<file path="src/hw/rtl/zccr_pkg.sv">
package zccr_pkg;

	localparam int GAIN_W     = 16;
	localparam int GAIN_SHIFT = 15;
	localparam int ROUND_HALF = 1 << (GAIN_SHIFT - 1);
	localparam int CFG_IDX_W  = 1;

	localparam logic [GAIN_W-1:0] GAIN_RESET = 16'h8000;

	typedef logic [CFG_IDX_W-1:0] cfg_idx_t;

	localparam cfg_idx_t REG_INPUT_GAIN = 1'b0;
	localparam cfg_idx_t REG_CYCLE_GAIN = 1'b1;

	// per-stage control that travels with a sample
	typedef struct packed {
		logic valid;
		logic play;
	} ctl_t;

endpackage

</file>
<file path="src/hw/rtl/zccr_mix.sv">
module zccr_mix #(
	parameter int SAMPLE_BITS = 24
) (
	input  logic                          clk,
	input  logic                          arst_n,
	input  zccr_pkg::ctl_t                ctl_s1,
	input  logic [SAMPLE_BITS-1:0]        live_s1,
	input  logic [SAMPLE_BITS-1:0]        stored_s1,
	input  logic [zccr_pkg::GAIN_W-1:0]   input_gain,
	input  logic [zccr_pkg::GAIN_W-1:0]   cycle_gain,
	input  logic                          out_ready,
	output logic                          advance,
	output logic                          out_valid,
	output logic [SAMPLE_BITS-1:0]        out_sample,
	output logic                          out_play
);

	localparam int PW = SAMPLE_BITS + zccr_pkg::GAIN_W + 1;
	localparam int SW = PW + 1;
	localparam int QW = SW - zccr_pkg::GAIN_SHIFT;

	zccr_pkg::ctl_t          ctl_s2;
	logic signed [PW-1:0]    live_prod_s2;
	logic signed [PW-1:0]    cyc_prod_s2;
	logic signed [SAMPLE_BITS-1:0] stored_term;
	logic signed [SW-1:0]    sum;
	logic signed [QW-1:0]    quot;
	logic [QW-SAMPLE_BITS:0] upper;
	logic [SAMPLE_BITS-1:0]  sat;
	logic                    out_valid_q;
	logic [SAMPLE_BITS-1:0]  out_sample_q;
	logic                    out_play_q;

	assign advance     = !out_valid_q || out_ready;
	assign stored_term = ctl_s1.play ? $signed(stored_s1) : '0;

	always_ff @(posedge clk or negedge arst_n) begin
		if (!arst_n) begin
			ctl_s2 <= '0;
		end else if (advance) begin
			ctl_s2 <= ctl_s1;
		end
	end

	always_ff @(posedge clk) begin
		if (advance) begin
			live_prod_s2 <= $signed(live_s1) * $signed({1'b0, input_gain});
			cyc_prod_s2  <= stored_term * $signed({1'b0, cycle_gain});
		end
	end

	// round half up, then clamp to the sample range
	always_comb begin
		sum   = SW'(live_prod_s2) + SW'(cyc_prod_s2) + SW'(zccr_pkg::ROUND_HALF);
		quot  = QW'(sum >>> zccr_pkg::GAIN_SHIFT);
		upper = quot[QW-1:SAMPLE_BITS-1];
		if ((&upper) || !(|upper)) begin
			sat = quot[SAMPLE_BITS-1:0];
		end else if (quot[QW-1]) begin
			sat = {1'b1, {(SAMPLE_BITS-1){1'b0}}};
		end else begin
			sat = {1'b0, {(SAMPLE_BITS-1){1'b1}}};
		end
	end

	always_ff @(posedge clk or negedge arst_n) begin
		if (!arst_n) begin
			out_valid_q <= 1'b0;
		end else if (advance) begin
			out_valid_q <= ctl_s2.valid;
		end
	end

	always_ff @(posedge clk) begin
		if (advance && ctl_s2.valid) begin
			out_sample_q <= sat;
			out_play_q   <= ctl_s2.play;
		end
	end

	assign out_valid  = out_valid_q;
	assign out_sample = out_sample_q;
	assign out_play   = out_play_q;

endmodule
</file>
<file path="config.mk">
export PLATFORM = sky130hd
export DESIGN_NAME = zccr_mix
export DESIGN_NICKNAME = d
export VERILOG_FILES = /design/src/hw/rtl/zccr_pkg.sv /design/src/hw/rtl/zccr_mix.sv
export SDC_FILE = /design/constraint.sdc
export NUM_CORES = 2
export LEC_CHECK = 0
export BUFFER_PORTS_ARGS = -buffer_cell sky130_fd_sc_hd__buf_2
export CAP_MARGIN = 20
export CORE_MARGIN = 1.5
export CORE_UTILIZATION = 60
export DETAILED_ROUTE_END_ITERATION = 12
export PLACE_DENSITY = 0.81
export SLEW_MARGIN = 20
export SYNTH_ARGS = -nofsm -noshare
export SYNTH_HDL_FRONTEND = slang
export SYNTH_SLANG_ARGS = --single-unit
export TNS_END_PERCENT = 20
</file>
<file path="constraint.sdc">
create_clock -name clk -period 4.9 [get_ports clk]
set_clock_uncertainty 0.2 [all_clocks]
set_input_delay 1.47 -clock clk [delete_from_list [all_inputs] [get_ports clk]]
set_output_delay 1.47 -clock clk [all_outputs]
set_load 0.1 [all_outputs]
</file>
==> results.ini <==
[logic_synthesis]
synth_mux_area_frac=0.000951
synthDistinctLibCells=80
synthFlopType=edfxtp_1
synthAdderAreaFrac=0.544
syn_nets=4805
synth_xor_area_frac=0.0269
synth.yosys.warnings=0
synth_compound_area_frac=0.0702
synth_top_family_by_area=adder cells
seq_area_frac_synth=0.0961
synth_cells=3685
synth_edf_count=107
synthSimpleGateAreaFrac=0.143
syn-cell-area_mm2=0.0342
ys_async_sr_fraction=0.0273
syn_area_per_cell_um2=9.29
ys_ff_latch=110

[placement]
placed_area_mm2=0.0395
numPortBuffers=111
hpwlAfterDp_um=70700
pre_cts_ws_ns=-3.19
place_congestion=0.969
dpl.cell_count=4901

[final_layout]
areaGrowthSynthToFinish_pct=23.3
layout-drive-gt1-share=0.256
nFillCells=3434
final_cell_mix=inv_1 (868), fa_1 (705), buf_4 (493), nand2_1 (492), ha_1 (226)
nets=5338
final_cells=4981
postLayoutCellArea_mm2=0.0422
final_common_cell=inv_1

[die]
dieArea_mm2=0.0585
dieWidth_um=242
coreArea_mm2=0.0564
num_rows=87
ioPinCount=112
initial_core_util=0.607
fp.dieH_um=242

[timing]
hold_viol_final=0
rsz0062_at_grt=true
fmax_mhz=134
timing.final.ws_setup_ns=-2.54
period_needed_ns=7.44
period_share=1.52
worst_slew_pin_slew_ns=0.831
slew_violations=0
setup_viol=69
maxSlewHeadroom=0.446

[setup_path]
cp_max_fo=8
critPathSlowestCell=fa_1
crit_type=in -> reg
critPathLaunchType=input port
cp.arrival_ns=7.35
crit_top_cell=fa_1
cp_slowest_stage_delay_ns=0.57
r2r_slack_ns=0.33
crit_path_end_kind=flop
crit_required_ns=4.81

[clock_network]
htreeDepth=3
clk_pin_slew_ns=0.08
numCtsBuffers=9
cts.sinks=110
hold_buffers=0
cts_tree=done
clock_latency_ns=0.37
clock-root-buffer=clkbuf_16
clk_path_buf_depth=2

[grt]
grt_pass1_vias=30900
grt_max_degree=87
grt.total_usage=0.312
grt_antenna_before_repair=2
grt-ovfl-total=0
grt_pass1_wl_um=147000

[job]
drv_cap=0

[detailed_routing]
firstDrtPassIters=6
via_per_inst=5.63
drt_iter0_drc=2243
num_vias=28000
wl_per_cell_um=18.3
drcViolationCount=0
antenna_left=0
drt-total-wl_um=91000

[status]
violations=negative setup slack
status=complete, but fails checks

[worst_hold_path]
hp-class=reg -> reg

[synth_stat cells (all sizes together) (3+ instances only)]
cell,count,area share
a2111oi,3,0.0015
a211o,7,0.0018
a211oi,14,0.0039
a21boi,3,0.00066
a21o,38,0.0083
a21oi,95,0.014
a31o,5,0.0013
a31oi,12,0.0026
a41oi,4,0.0018
and2,181,0.033
and3,165,0.030
buf,7,0.0021
clkbuf,149,0.016
dfrtp,3,0.0022
edfxtp,107,0.094
fa,754,0.44
ha,281,0.10
inv,919,0.10
nand2,515,0.057
nand2b,11,0.0020
nand3,24,0.0035
nand4,10,0.0018
nor2,71,0.0078
nor2b,6,0.0011
nor3,20,0.0029
nor4,3,0.00055
o2111ai,5,0.0013
o211ai,9,0.0025
o21a,17,0.0037
o21ai,77,0.014
o21bai,14,0.0031
o22ai,4,0.0011
o31ai,7,0.0019
o41ai,6,0.0015
or2,4,0.00073
or3,7,0.0014
xnor2,78,0.021
xor2,25,0.0064
[stage by stage]
step	hold WS (ns)	TNS, ns	utilization
after floorplan	0.221	-149.38	-
after global placement	0.234	-155.62	0.701
after detailed placement	0.251	-163.01	0.701
after CTS	0.270	-113.64	0.736
after global routing	0.279	-129.84	0.748
final	0.269	-120.78	0.748
[layout make-up]
type | instances | area [um^2] | share of cell area
tap | 756 | 946 | 0.0224
sequential | 110 | 3290 | 0.0779
clock inverter | 7 | 68.8 | 0.00163
antenna | 2 | 5.00 | 0.000119
clock buffer | 9 | 225 | 0.00534
inverter | 919 | 3450 | 0.0818
multi-input combinational | 2500 | 28400 | 0.674
timing repair buffer | 678 | 5760 | 0.136
[routing by layer]
layer,track usage,vias to the layer above,wire (um),part of all wire
met3,0.0358,419,6750,0.074
met4,0.157,0,5090,0.056
met5,0,-,0,0
li1,-,12200,-,-
met2,0.547,1362,46500,0.51
met1,0.383,14000,32600,0.36
[registers in the layout, summed over array words and instances (netlist names)]
name          cells
cyc_prod_s2      41
out_sample       24
ctl_s2            2
out_valid         1
out_play          1
live_prod_s2     41
[logic make-up (layout without fill, tap and decap cells)]
logic type,after synthesis,after routing
buffers and inverters,1075,1613
muxes,3,3
and+or+nand+nor,1021,1021
other,0,2
AOI/OAI and AO/OA,338,338
adders and majority gates,1035,1035
xor gates and xnor gates,103,103
DFF,110,110
[what timing repair did]
item	4_1_cts	5_1_grt
pin swaps	185	94
endpoints found under the setup margin	71	71
gates cloned	7	3
resized for setup	347	118
setup buffers	30	25
[critical path: cells and delay by family]
| kind | cells | cell delay [ns] |
|---|---|---|
| AOI/OAI and AO/OA | 8 | 1.68 |
| xor gates and xnor gates | 1 | 0.11 |
| adders and majority gates | 7 | 3.05 |
| buffers and inverters | 7 | 0.70 |
| and+or+nand+nor | 3 | 0.33 |
[final timing paths]
check | from | end | cells after the start
max | ctl_s1[0] | cyc_prod_s2[39]$_DFFE_PN_ | 26
min | ctl_s2[0]$_DFFE_PN0N_ | out_play$_DFFE_PP_ | 0
max reg2reg | live_prod_s2[18]$_DFFE_PN_ | out_sample[1]$_DFFE_PP_ | 12
min reg2reg | ctl_s2[0]$_DFFE_PN0N_ | out_play$_DFFE_PP_ | 0
max in group asynchronous | arst_n | ctl_s2[0]$_DFFE_PN0N_ | 1
min in group asynchronous | arst_n | out_valid$_DFFE_PN0N_ | 1
Power is not shown: default switching activity piles up to over one toggle a cycle in this logic, so the estimate is an artifact.
